$ cat src/rtl/core/lad_pkg.sv
`timescale 1ns / 1ps

package lad_pkg;

   // coefficient registers are all unsigned 16 bit
   localparam int COEF_BITS = 16;
   localparam int GAIN_FRAC = 14;
   localparam int RES_FRAC  = 12;
   localparam int CUT_FRAC  = 16;

   // poles are Q3.x: sign plus three integer bits
   localparam int POLE_INT  = 4;
   localparam int NUM_POLES = 4;

   localparam int CSR_ADDR_BITS = 4;
   localparam int CSR_DATA_BITS = 32;

   typedef logic [COEF_BITS-1:0] coef_type;

   typedef enum logic [1:0] {
      REG_CUTOFF    = 2'd0,
      REG_RESONANCE = 2'd1,
      REG_IN_GAIN   = 2'd2,
      REG_OUT_GAIN  = 2'd3
   } reg_index_type;

   // occupancy of the input scaling stages
   typedef struct packed {
      logic loaded;
      logic scaled;
      logic mixed;
   } front_busy_type;

endpackage

$ cat src/rtl/core/lad_out.sv
`timescale 1ns / 1ps

module lad_out #(
   parameter int SAMPLE_BITS = 16,
   parameter int STATE_BITS  = 24
) (
   input  logic                         clock,
   input  logic                         reset,
   input  logic                         done,
   input  logic signed [STATE_BITS-1:0] stage_four,
   input  lad_pkg::coef_type            output_gain,
   input  logic                         out_ready,
   output logic                         out_valid,
   output logic [SAMPLE_BITS-1:0]       out_data,
   output logic                         pending
);
   import lad_pkg::*;

   localparam int POLE_FRAC = STATE_BITS - POLE_INT;
   localparam int SHIFT     = POLE_FRAC + GAIN_FRAC - (SAMPLE_BITS - 1);
   localparam int SHR       = (SHIFT > 0) ? SHIFT : 0;
   localparam int SHL       = (SHIFT < 0) ? -SHIFT : 0;
   localparam int PROD_BITS = STATE_BITS + COEF_BITS + 1;
   localparam int EXT_BITS  = PROD_BITS + SHL + 1;

   localparam logic [SAMPLE_BITS-1:0] OUT_MAX = {1'b0, {(SAMPLE_BITS-1){1'b1}}};
   localparam logic [SAMPLE_BITS-1:0] OUT_MIN = {1'b1, {(SAMPLE_BITS-1){1'b0}}};

   logic                   pend_ff, pend_in;
   logic                   vld_ff, vld_in;
   logic [SAMPLE_BITS-1:0] data_ff, data_in;

   logic signed [PROD_BITS-1:0]   prod;
   logic signed [EXT_BITS-1:0]    prod_ext;
   logic signed [EXT_BITS-1:0]    y_wide;
   logic [EXT_BITS-SAMPLE_BITS:0] y_top;
   logic [SAMPLE_BITS-1:0]        y_sat;
   logic                          want;
   logic                          load;

   always_comb begin
      prod     = stage_four * signed'({1'b0, output_gain});
      prod_ext = EXT_BITS'(prod);
      y_wide   = (prod_ext <<< SHL) >>> SHR;
      y_top    = y_wide[EXT_BITS-1:SAMPLE_BITS-1];
      if ((&y_top) || !(|y_top)) begin
         y_sat = y_wide[SAMPLE_BITS-1:0];
      end else begin
         y_sat = y_wide[EXT_BITS-1] ? OUT_MIN : OUT_MAX;
      end
   end

   // stage_four holds while a result is pending, so it is read at load time
   always_comb begin
      want    = pend_ff | done;
      load    = want & (!vld_ff | out_ready);
      pend_in = want & !load;
      vld_in  = load | (vld_ff & !out_ready);
      data_in = load ? y_sat : data_ff;
   end

   always_ff @(posedge clock) begin
      if (reset) begin
         pend_ff <= 1'b0;
         vld_ff  <= 1'b0;
      end else begin
         pend_ff <= pend_in;
         vld_ff  <= vld_in;
      end
   end

   always_ff @(posedge clock) begin
      data_ff <= data_in;
   end

   assign out_valid = vld_ff;
   assign out_data  = data_ff;
   assign pending   = pend_ff;

endmodule

$ cat config.mk
export PLATFORM = sky130hd
export DESIGN_NAME = lad_out
export DESIGN_NICKNAME = d
export VERILOG_FILES = /design/src/rtl/core/lad_pkg.sv /design/src/rtl/core/lad_out.sv
export SDC_FILE = /design/constraint.sdc
export NUM_CORES = 1
export LEC_CHECK = 0
export BUFFER_PORTS_ARGS = -buffer_cell sky130_fd_sc_hd__buf_2
export CELL_PAD_IN_SITES_DETAIL_PLACEMENT = 0
export CELL_PAD_IN_SITES_GLOBAL_PLACEMENT = 1
export CORE_MARGIN = 10
export CORE_UTILIZATION = 35
export DETAILED_ROUTE_END_ITERATION = 16
export PLACE_DENSITY = 0.66
export SLEW_MARGIN = 10
export SYNTH_ARGS = -nofsm -noshare
export SYNTH_HDL_FRONTEND = slang
export SYNTH_SLANG_ARGS = --single-unit
$ cat constraint.sdc
create_clock -name clock -period 20.8 [get_ports clock]
set_clock_uncertainty 0.15 [all_clocks]
set_input_delay 4.16 -clock clock [delete_from_list [all_inputs] [get_ports clock]]
set_output_delay 4.16 -clock clock [all_outputs]
set_load 0.05 [all_outputs]
==> impl_metrics.env <==
export IMPL_status="complete, no violations"
export IMPL_antenna_found_initial=2
export IMPL_die_area_sq_um=49300
export IMPL_synth_seq_cells=18
export IMPL_synth_edf_count=16
export IMPL_postSynth_asyncResetShare_pct=0
export IMPL_yosysUniqueCellTypes=50
export IMPL_dp_hpwl_mm=30.2
export IMPL_n_fill_cell=4185
export IMPL_slew_headroom_pct=53.7
export IMPL_yosysMostFrequentCell="inv_1"
export IMPL_initial_core_util_pct=35.7
export IMPL_syn_num_nets=2098
export IMPL_drv_slew=0
export IMPL_first_global_vias=11700
export IMPL_setup_violations=0
export IMPL_h_tree_depth=1
export IMPL_design_core_area_sq_um=40000
export IMPL_worstHoldStart="out_valid"
export IMPL_overflow=0
export IMPL_regToRegStartpoint="out_valid"
export IMPL_post_route_period_util_pct=55.0
export IMPL_cts_buffer_depth=2
export IMPL_synth_cell_area_sq_um=14300
export IMPL_yosysSeqAreaShare_pct=3.65
export IMPL_wl_mm=37.5
export IMPL_die_w_um=222
export IMPL_clk_latency_ns=0.24
export IMPL_multiInputGateArea_sq_um=11800
export IMPL_post_cts_buffers=0
export IMPL_area_growth_synth_to_final_pct=5.69
export IMPL_crit_path_top_delay_cell="fa_1"
export IMPL_cts_made_buffers=3
export IMPL_worstSetupStartpointType="input port"
export IMPL_path_clk_slew_ns=0.05
export IMPL_end_kind="flip-flop"
export IMPL_cts_sink_count=18
export IMPL_synthTopCellsByCount="inv_1, fa_1, nand2_1, and2_1, ha_1"
export IMPL_port_buffer_count=61
export IMPL_crit_required_ns=20.70
export IMPL_ys_warn_count=0
export IMPL_hold_class="reg2reg"
export IMPL_post_drt_wl_per_cell_um=17.8
export IMPL_critical_path_class="in2reg"
export IMPL_drc_errors=0
export IMPL_synth_area_per_cell_sq_um=9.03
export IMPL_max_cap_viol_count=0
export IMPL_rsz0062_at_grt="no"
export IMPL_drt_vias_per_instance=4.80
export IMPL_crit_path_max_fanout=24
export IMPL_path_cells="buf_2 -> nand2_1 -> fa_1 -> fa_1 -> inv_1 -> fa_1 -> fa_1 -> fa_1 -> inv_1 -> fa_1 -> inv_1 -> ha_1 -> nand2_1 -> nor3_1 -> nand3_1 -> a211oi_1 -> o2111a_1 -> nor3_2 -> o21ai_1 -> xor2_1 -> a31oi_4 -> o41ai_1"
export IMPL_drive_gt1_share_pct=4.67
export IMPL_grtUsageTotal_pct=15.8
export IMPL_crit_arrival_ns=11.35
export IMPL_max_clock_freq_mhz=87.4
export IMPL_drtIter0Drc=413
export IMPL_tightest_slew_ns=0.695
export IMPL_root_buffer="clkbuf_16"
export IMPL_fin_tns_setup_ns=0
export IMPL_max_stage_delay_ns=0.78
export IMPL_synth_top_cell_by_area="fa_1"
export IMPL_num_io_pins=62
export IMPL_die_h_um=222
export IMPL_grt_max_degree=25
export IMPL_cts_tree="yes"
export IMPL_regArea_sq_um=520
export IMPL_globalplace_congestion=0.848
export IMPL_startpoint="output_gain[2]"
export IMPL_vias=10100
export IMPL_ys_top_cells_by_area="fa_1, inv_1, ha_1, and2_1, nand2_1"
export IMPL_drt_pass1_iter_count=5
export IMPL_hold_viol=0
export IMPL_syn_inst=1580
export IMPL_drtAntennaViolNets=0
export IMPL_holdBufCountCts=0
export IMPL_synth_top_cell_area_share_pct=52.6
export IMPL_rows=73
export IMPL_fin_crit_ns=11.44
export IMPL_cts_resized_gates=0
export IMPL_grt_pass1_wl_mm=62.6
export IMPL_synthFlopType="edfxtp_1"
export IMPL_fin_nets=2105
export IMPL_cpMostUsedCell="fa_1"
[layer usage]
metal,up-vias,GRT usage (%),routed length (um)
met1,5321,19.2,15700
met4,0,3.54,877
li1,4556,-,-
met2,211,29.7,19700
met3,40,1.00,1140
met5,-,0,0
[cell type report]
cell class	count	share of cell area, %
multi-input cells	1057	78.5
inverters	445	11.1
well taps	525	4.35
flip-flops and latches	18	3.45
repair buffers	62	2.07
clock buffers	3	0.498
clock inverters	1	0.0249
diodes	1	0.0166
[cells by family (layout without fill, tap and decap cells)]
kind of cell,after synthesis,count (layout),synth area share [%]
other,0,1,0
buffers and inverters,505,511,13.4
muxes,1,1,0.0701
DFF,18,18,3.65
xor gates and xnor gates,30,30,1.84
and+or+nand+nor,460,460,15.4
AOI/OAI and AO/OA,92,92,4.40
adders and majority gates,474,474,61.3
[cell usage in the layout, fill, tap and decap left out, types with 7 or more instances in the layout]
cell type,synthesis,layout
nor3_1,7,7
o21ai_0,18,18
xor2_1,13,13
inv_1,445,445
buf_2,2,61
nand3_1,11,11
edfxtp_1,16,16
nand2_1,250,250
xnor2_1,17,17
and2_1,151,151
ha_1,99,99
fa_1,375,375
nor2_1,19,19
a21oi_1,25,25
and3_1,7,7
a21o_1,11,11
[metrics by stage]
step | utilization, % | worst slack (ns) | hold WS [ns] | std cells | cell area, sq um
6_report | 37.7 | 9.36 | 0.359 | 2112 | 15100
5_1_grt | 37.7 | 8.88 | 0.401 | 2111 | 15100
4_1_cts | 37.7 | 9.37 | 0.364 | 2111 | 15100
3_5_place_dp | 37.5 | 9.10 | 0.356 | 2107 | 15000
3_3_place_gp | 37.5 | 9.21 | 0.345 | 2107 | 15000
2_1_floorplan | - | 10.30 | 0.587 | 1580 | 14300
[state kept, by name (all words and copies together) (netlist names)]
register / cells
out_data: 16
out_valid: 1
pending: 1
[critical path: cells and delay by family]
| kind | cells | cell delay [ns] |
|---|---|---|
| adder cells (fa/ha/maj) | 7 | 3.54 |
| AO/OA/AOI/OAI | 5 | 1.71 |
| AND/OR/NAND/NOR | 5 | 0.86 |
| buffers and inverters | 4 | 0.69 |
| XOR/XNOR | 1 | 0.36 |
[final timing paths]
kind / endpoint / slack, ns / depth (start not counted)
max reg2reg: out_data[5] / 19.28 / 2
max: out_data[14] / 9.36 / 22
min: pending / 0.36 / 2
min reg2reg: pending / 0.36 / 2
Power is left out: the tool's default activity adds up to more than one toggle a clock period on the data nets, which glitch-free logic cannot reach.
