**src/rtl/core/lad_pkg.sv**
```systemverilog
`timescale 1ns / 1ps

package lad_pkg;

   // coefficient registers are all unsigned 16 bit
   localparam int COEF_BITS = 16;
   localparam int GAIN_FRAC = 14;
   localparam int RES_FRAC  = 12;
   localparam int CUT_FRAC  = 16;

   // poles are Q3.x: sign plus three integer bits
   localparam int POLE_INT  = 4;
   localparam int NUM_POLES = 4;

   localparam int CSR_ADDR_BITS = 4;
   localparam int CSR_DATA_BITS = 32;

   typedef logic [COEF_BITS-1:0] coef_type;

   typedef enum logic [1:0] {
      REG_CUTOFF    = 2'd0,
      REG_RESONANCE = 2'd1,
      REG_IN_GAIN   = 2'd2,
      REG_OUT_GAIN  = 2'd3
   } reg_index_type;

   // occupancy of the input scaling stages
   typedef struct packed {
      logic loaded;
      logic scaled;
      logic mixed;
   } front_busy_type;

endpackage

```
**src/rtl/core/lad_front.sv**
```systemverilog
`timescale 1ns / 1ps

module lad_front #(
   parameter int SAMPLE_BITS = 16,
   parameter int STATE_BITS  = 24
) (
   input  logic                          clock,
   input  logic                          reset,
   input  logic                          start,
   input  logic signed [SAMPLE_BITS-1:0] sample,
   input  lad_pkg::coef_type             input_gain,
   input  lad_pkg::coef_type             resonance_amount,
   input  logic signed [STATE_BITS-1:0]  stage_four,
   output logic signed [STATE_BITS-1:0]  mix,
   output logic                          mix_valid,
   output lad_pkg::front_busy_type       busy
);
   import lad_pkg::*;

   localparam int POLE_FRAC    = STATE_BITS - POLE_INT;
   localparam int SHIFT        = SAMPLE_BITS - 1 + GAIN_FRAC - POLE_FRAC;
   localparam int SHR          = (SHIFT > 0) ? SHIFT : 0;
   localparam int SHL          = (SHIFT < 0) ? -SHIFT : 0;
   localparam int PROD_BITS    = SAMPLE_BITS + COEF_BITS + 1;
   localparam int EXT_BITS     = PROD_BITS + SHL + 1;
   localparam int FB_PROD_BITS = STATE_BITS + COEF_BITS + 1;
   localparam int FB_BITS      = FB_PROD_BITS - RES_FRAC;
   localparam int DIFF_BITS    = FB_BITS + 1;

   localparam logic signed [STATE_BITS-1:0] POLE_MAX = {1'b0, {(STATE_BITS-1){1'b1}}};
   localparam logic signed [STATE_BITS-1:0] POLE_MIN = {1'b1, {(STATE_BITS-1){1'b0}}};
   localparam logic signed [FB_BITS-1:0]    FB_ONE   = FB_BITS'(64'd1 << POLE_FRAC);

   logic signed [SAMPLE_BITS-1:0] sample_ff, sample_in;
   logic                          loaded_ff, loaded_in;
   logic signed [STATE_BITS-1:0]  scaled_ff, scaled_in;
   logic signed [FB_BITS-1:0]     fb_ff, fb_in;
   logic                          scaled_vld_ff, scaled_vld_in;
   logic signed [STATE_BITS-1:0]  mix_ff, mix_in;
   logic                          mix_vld_ff, mix_vld_in;

   logic signed [PROD_BITS-1:0]      prod;
   logic signed [EXT_BITS-1:0]       prod_ext;
   logic signed [EXT_BITS-1:0]       scaled_wide;
   logic [EXT_BITS-STATE_BITS:0]     scaled_top;
   logic                             scaled_ovf;
   logic signed [FB_PROD_BITS-1:0]   fb_prod;
   logic signed [FB_BITS-1:0]        fb_floor;
   logic signed [DIFF_BITS-1:0]      diff;
   logic [DIFF_BITS-STATE_BITS:0]    diff_top;
   logic                             diff_ovf;

   // input gain, rescaled to pole format
   always_comb begin
      prod        = sample_ff * signed'({1'b0, input_gain});
      prod_ext    = EXT_BITS'(prod);
      scaled_wide = (prod_ext <<< SHL) >>> SHR;
      scaled_top  = scaled_wide[EXT_BITS-1:STATE_BITS-1];
      scaled_ovf  = !((&scaled_top) || !(|scaled_top));
      if (scaled_ovf) begin
         scaled_in = scaled_wide[EXT_BITS-1] ? POLE_MIN : POLE_MAX;
      end else begin
         scaled_in = scaled_wide[STATE_BITS-1:0];
      end
   end

   // resonance feedback, floor shift, clamped above at one
   always_comb begin
      fb_prod  = stage_four * signed'({1'b0, resonance_amount});
      fb_floor = fb_prod[FB_PROD_BITS-1:RES_FRAC];
      fb_in    = (fb_floor > FB_ONE) ? FB_ONE : fb_floor;
   end

   always_comb begin
      diff     = DIFF_BITS'(scaled_ff) - DIFF_BITS'(fb_ff);
      diff_top = diff[DIFF_BITS-1:STATE_BITS-1];
      diff_ovf = !((&diff_top) || !(|diff_top));
      if (diff_ovf) begin
         mix_in = diff[DIFF_BITS-1] ? POLE_MIN : POLE_MAX;
      end else begin
         mix_in = diff[STATE_BITS-1:0];
      end
   end

   always_comb begin
      sample_in     = start ? sample : sample_ff;
      loaded_in     = start;
      scaled_vld_in = loaded_ff;
      mix_vld_in    = scaled_vld_ff;
   end

   always_ff @(posedge clock) begin
      if (reset) begin
         loaded_ff     <= 1'b0;
         scaled_vld_ff <= 1'b0;
         mix_vld_ff    <= 1'b0;
      end else begin
         loaded_ff     <= loaded_in;
         scaled_vld_ff <= scaled_vld_in;
         mix_vld_ff    <= mix_vld_in;
      end
   end

   always_ff @(posedge clock) begin
      sample_ff <= sample_in;
      scaled_ff <= scaled_in;
      fb_ff     <= fb_in;
      mix_ff    <= mix_in;
   end

   assign mix         = mix_ff;
   assign mix_valid   = mix_vld_ff;
   assign busy.loaded = loaded_ff;
   assign busy.scaled = scaled_vld_ff;
   assign busy.mixed  = mix_vld_ff;

endmodule

```
**config.mk**
```make
export PLATFORM = sky130hd
export DESIGN_NAME = lad_front
export DESIGN_NICKNAME = d
export VERILOG_FILES = /design/src/rtl/core/lad_pkg.sv /design/src/rtl/core/lad_front.sv
export SDC_FILE = /design/constraint.sdc
export NUM_CORES = 2
export LEC_CHECK = 0
export BUFFER_PORTS_ARGS = -buffer_cell sky130_fd_sc_hd__buf_2
export CORE_MARGIN = 3
export CORE_UTILIZATION = 60
export CTS_CLUSTER_DIAMETER = 80
export CTS_CLUSTER_SIZE = 8
export DETAILED_ROUTE_END_ITERATION = 7
export PLACE_DENSITY_LB_ADDON = 0.12
export REMOVE_ABC_BUFFERS = 1
export SLEW_MARGIN = 20
export SYNTH_ARGS = -nofsm -noshare
export SYNTH_HDL_FRONTEND = slang
export SYNTH_SLANG_ARGS = --single-unit
```
**constraint.sdc**
```tcl
create_clock -name clock -period 9.8 [get_ports clock]
set_input_delay 1.47 -clock clock [delete_from_list [all_inputs] [get_ports clock]]
set_output_delay 1.47 -clock clock [all_outputs]
set_load 0.03 [all_outputs]
```
==> insert_results.sql <==
INSERT INTO impl_metrics (metric_group, metric, value, unit) VALUES
('run_status', 'outcome', 'finished clean', ''),
('sta', 'maxClockFrequency', '121', 'MHz'),
('sta', 'finClkSkew', '0.0100', 'ns'),
('sta', 'max_slew.worst_pin.slew', '0.929', 'ns'),
('clock_network', 'cts_sinks', '96', ''),
('logic_synthesis', 'synth-warning-count', '0', ''),
('global_route', 'antenna_violations_before_repair', '0', ''),
('sta', 'period_needed', '8.28', 'ns'),
('layout', 'antenna_cells_inserted', '0', ''),
('sta', 'timing_hold_violations_final', '0', ''),
('critical_path', 'worstSetupPathType', 'in2reg', ''),
('logic_synthesis', 'yosys_most_used_dff', 'sky130_fd_sc_hd__dfxtp_1', ''),
('sta', 'timing.max_slew.rel_slack', '37.8', '%'),
('clock_network', 'cts_tree', 'built', ''),
('logic_synthesis', 'post_synth_instance_area', '26500', 'sq um'),
('die', 'ioPinCount', '103', ''),
('logic_synthesis', 'postSynthCellCount', '2990', ''),
('clock_network', 'clk_path_buf_depth', '2', ''),
('sta', 'final_number_of_setup_violating_endpoints', '0', ''),
('critical_path', 'worst-endpoint-arrival', '8.55', 'ns'),
('logic_synthesis', 'syn_avg_cell_area', '8.87', 'sq um'),
('global_route', 'vias_in_the_first_global_route', '21800', ''),
('global_route', 'grt_max_degree', '26', ''),
('logic_synthesis', 'synth.top_cells.by_area', 'sky130_fd_sc_hd__fa_1 (43%), sky130_fd_sc_hd__ha_1 (12%), sky130_fd_sc_hd__inv_1 (10%)', ''),
('detailed_routing', 'wire_per_inst', '17.9', 'um'),
('critical_path', 'timing.critical_path.fanout_max', '24', ''),
('die', 'fp.coreArea', '43400', 'sq um'),
('logic_synthesis', 'synth-async-reset-ratio', '0', '%'),
('sta', 'final.setup.tns', '0', 'ns'),
('sta', 'report.final.slew_viol_count', '0', ''),
('global_route', 'grt-ovfl-total', '0', ''),
('clock_network', 'insertion_delay', '0.37', 'ns'),
('critical_path', 'r2r_cells', '23', ''),
('die', 'design.die.area', '46700', 'sq um'),
('clock_network', 'post_cts_hold_buffer_count', '0', ''),
('clock_network', 'ctsHtreeMaxLevel', '3', ''),
('die', 'floorplan.initialDensity', '61.1', '%'),
('detailed_routing', 'drt_first_pass_iters', '5', ''),
('layout', 'final_cell_count_no_fill', '3582', ''),
('placement', 'gp_congestion', '0.876', ''),
('placement', 'dp_cells', '3567', ''),
('sta', 'final.period_utilization', '84.5', '%'),
('logic_synthesis', 'synth_edf_count', '16', ''),
('detailed_routing', 'vias_after_detailed_routing', '19700', ''),
('placement', 'dp_hpwl', '50900', 'um'),
('logic_synthesis', 'synth.ff_latch_count', '96', ''),
('layout', 'fin_nets', '3884', ''),
('clock_network', 'cts_resized', '0', ''),
('logic_synthesis', 'yosysUniqueCellTypes', '69', ''),
('critical_path', 'worstPathRequired', '10.07', 'ns'),
('placement', 'dp_slack', '1.21', 'ns'),
('logic_synthesis', 'synth_largest_area_cell', 'sky130_fd_sc_hd__fa_1', ''),
('min_path', 'min_path_type', 'reg2reg', ''),
('logic_synthesis', 'synth_top_area_share', '43.0', '%'),
('sta', 'unrepaired_setup_endpoints_after_global_routing', 'no', ''),
('placement', 'port_buffer_cells', '102', ''),
('detailed_routing', 'drc_errors', '0', ''),
('layout', 'post_route_cells_drive_above_1_share', '4.60', '%'),
('flow_run', 'maxCapViolCount', '0', ''),
('clock_network', 'postCtsSetupRepairBufs', '0', ''),
('detailed_routing', 'totalWireLength', '64000', 'um'),
('layout', 'final.fill_count', '3760', ''),
('die', 'die_height', '216', 'um'),
('detailed_routing', 'drt_first_iter_violations', '1191', ''),
('logic_synthesis', 'synth.most_common_cell', 'sky130_fd_sc_hd__inv_1', ''),
('clock_network', 'cts_root_buffer', 'sky130_fd_sc_hd__clkbuf_16', ''),
('detailed_routing', 'detail_route.vias_per_cell', '5.51', ''),
('sta', 'final_critical_path_setup_slack', '1.52', 'ns'),
('die', 'std_cell_rows', '76', ''),
('critical_path', 'worstSetupEndpointType', 'register', ''),
('clock_network', 'tritoncts.num_buffers', '9', ''),
('detailed_routing', 'ant_nets', '0', ''),
('min_path', 'holdPathStages', '1', ''),
('layout', 'syn_to_final_growth', '4.28', '%'),
('global_route', 'global_route_wire_length_before_repair', '108000', 'um'),
('logic_synthesis', 'synthTopCellsByCount', 'sky130_fd_sc_hd__inv_1 (736), sky130_fd_sc_hd__fa_1 (569), sky130_fd_sc_hd__nand2_1 (450)', ''),
('logic_synthesis', 'synth_seq_area_share', '7.85', '%'),
('die', 'die_width', '216', 'um'),
('critical_path', 'start_kind', 'input port', ''),
('global_route', 'track_usage', '28.8', '%'),
('clock_network', 'path_clk_slew', '0.07', 'ns');
-- metal layers --
metal	wire length, um	share of wire (%)	GRT usage, %
met5	0	0	0
met4	2480	3.9	10.4
met3	3940	6.2	2.87
met2	32000	50	51.4
met1	25600	40	36.7
-- flip-flops by register name, indices dropped and copies added (netlist names) --
name	cells
mix_valid	1
loaded_ff	1
fb_ff	29
mix	24
mix_vld_in	1
scaled_ff	24
sample_ff	16
-- layout by cell type, fill, tap and decap left out, types with 11 or more instances in the layout --
cell | synthesis | routed
sky130_fd_sc_hd__inv_1 | 736 | 736
sky130_fd_sc_hd__fa_1 | 569 | 569
sky130_fd_sc_hd__nand2_1 | 450 | 450
sky130_fd_sc_hd__and2_1 | 253 | 253
sky130_fd_sc_hd__ha_1 | 247 | 247
sky130_fd_sc_hd__buf_2 | 7 | 102
sky130_fd_sc_hd__dfxtp_1 | 80 | 80
sky130_fd_sc_hd__a21oi_1 | 64 | 64
sky130_fd_sc_hd__o21ai_0 | 57 | 57
sky130_fd_sc_hd__nor2_1 | 49 | 49
sky130_fd_sc_hd__xnor2_1 | 48 | 48
sky130_fd_sc_hd__a21o_1 | 43 | 43
sky130_fd_sc_hd__nand2b_1 | 24 | 24
sky130_fd_sc_hd__xor2_1 | 24 | 24
sky130_fd_sc_hd__o21ai_1 | 20 | 20
sky130_fd_sc_hd__and3_1 | 17 | 17
sky130_fd_sc_hd__edfxtp_1 | 16 | 16
sky130_fd_sc_hd__nor3_1 | 15 | 15
sky130_fd_sc_hd__nor2b_1 | 14 | 14
sky130_fd_sc_hd__nand3_1 | 13 | 13
sky130_fd_sc_hd__nand4_1 | 11 | 11
sky130_fd_sc_hd__o21a_1 | 11 | 11
sky130_fd_sc_hd__a211oi_1 | 11 | 11
-- path summary, 6_finish.rpt --
kind,startpoint,end,slack [ns]
max,resonance_amount[2],fb_ff[20],1.52
min,mix_vld_in,mix_valid,0.46
max reg2reg,sample_ff[7],scaled_ff[18],3.03
min reg2reg,mix_vld_in,mix_valid,0.46
-- critical path: stages --
cell and delay [ns]:
sky130_fd_sc_hd__buf_2 0.47, sky130_fd_sc_hd__nand2_1 0.26, sky130_fd_sc_hd__fa_1 0.76, sky130_fd_sc_hd__fa_1 0.44, sky130_fd_sc_hd__inv_1 0.31, sky130_fd_sc_hd__fa_1 0.51, sky130_fd_sc_hd__fa_1 0.51, sky130_fd_sc_hd__fa_1 0.50
sky130_fd_sc_hd__inv_1 0.05, sky130_fd_sc_hd__fa_1 0.48, sky130_fd_sc_hd__inv_1 0.04, sky130_fd_sc_hd__ha_1 0.37, sky130_fd_sc_hd__a21oi_1 0.29, sky130_fd_sc_hd__nor2_1 0.11, sky130_fd_sc_hd__o21a_1 0.19, sky130_fd_sc_hd__a211oi_1 0.33
sky130_fd_sc_hd__o2111ai_1 0.21, sky130_fd_sc_hd__a21o_1 0.21, sky130_fd_sc_hd__a221o_1 0.36, sky130_fd_sc_hd__nor3_1 0.21, sky130_fd_sc_hd__a31oi_1 0.07, sky130_fd_sc_hd__buf_4 0.22, sky130_fd_sc_hd__o22a_1 0.18
-- area by class of cell --
class	instances	area, sq um	share of cell area (%)
multi-input combinational	2045	21200	76.8
inverter	736	2760	9.99
sequential	96	2080	7.53
tap	585	732	2.65
timing repair buffer	105	533	1.93
clock buffer	9	225	0.815
clock inverter	6	88.8	0.321
-- cells by family (layout without fill, tap and decap cells) --
group                    after synthesis  after routing  synth area share [%]
multiplexers                           1              1                0.0425
AND/OR/NAND/NOR                      876            876                  16.0
buffers and inverters                849            856                  12.1
AO/OA/AOI/OAI                        280            280                  7.05
adder cells (fa/ha/maj)              816            816                  54.6
XOR/XNOR                              72             72                  2.38
flip-flops                            96             96                  7.85
-- metrics by stage --
| step | hold slack [ns] | cell area [sq um] | util, % |
|---|---|---|---|
| 2_1_floorplan | 0.514 | 26100 | - |
| 3_3_place_gp | 0.440 | 27300 | 63.0 |
| 3_5_place_dp | 0.450 | 27300 | 63.0 |
| 4_1_cts | 0.463 | 27600 | 63.8 |
| 5_1_grt | 0.485 | 27600 | 63.8 |
| 6_report | 0.463 | 27600 | 63.8 |
Power is left out: the tool's default activity adds up to more than one toggle a clock period on the data nets, which glitch-free logic cannot reach.
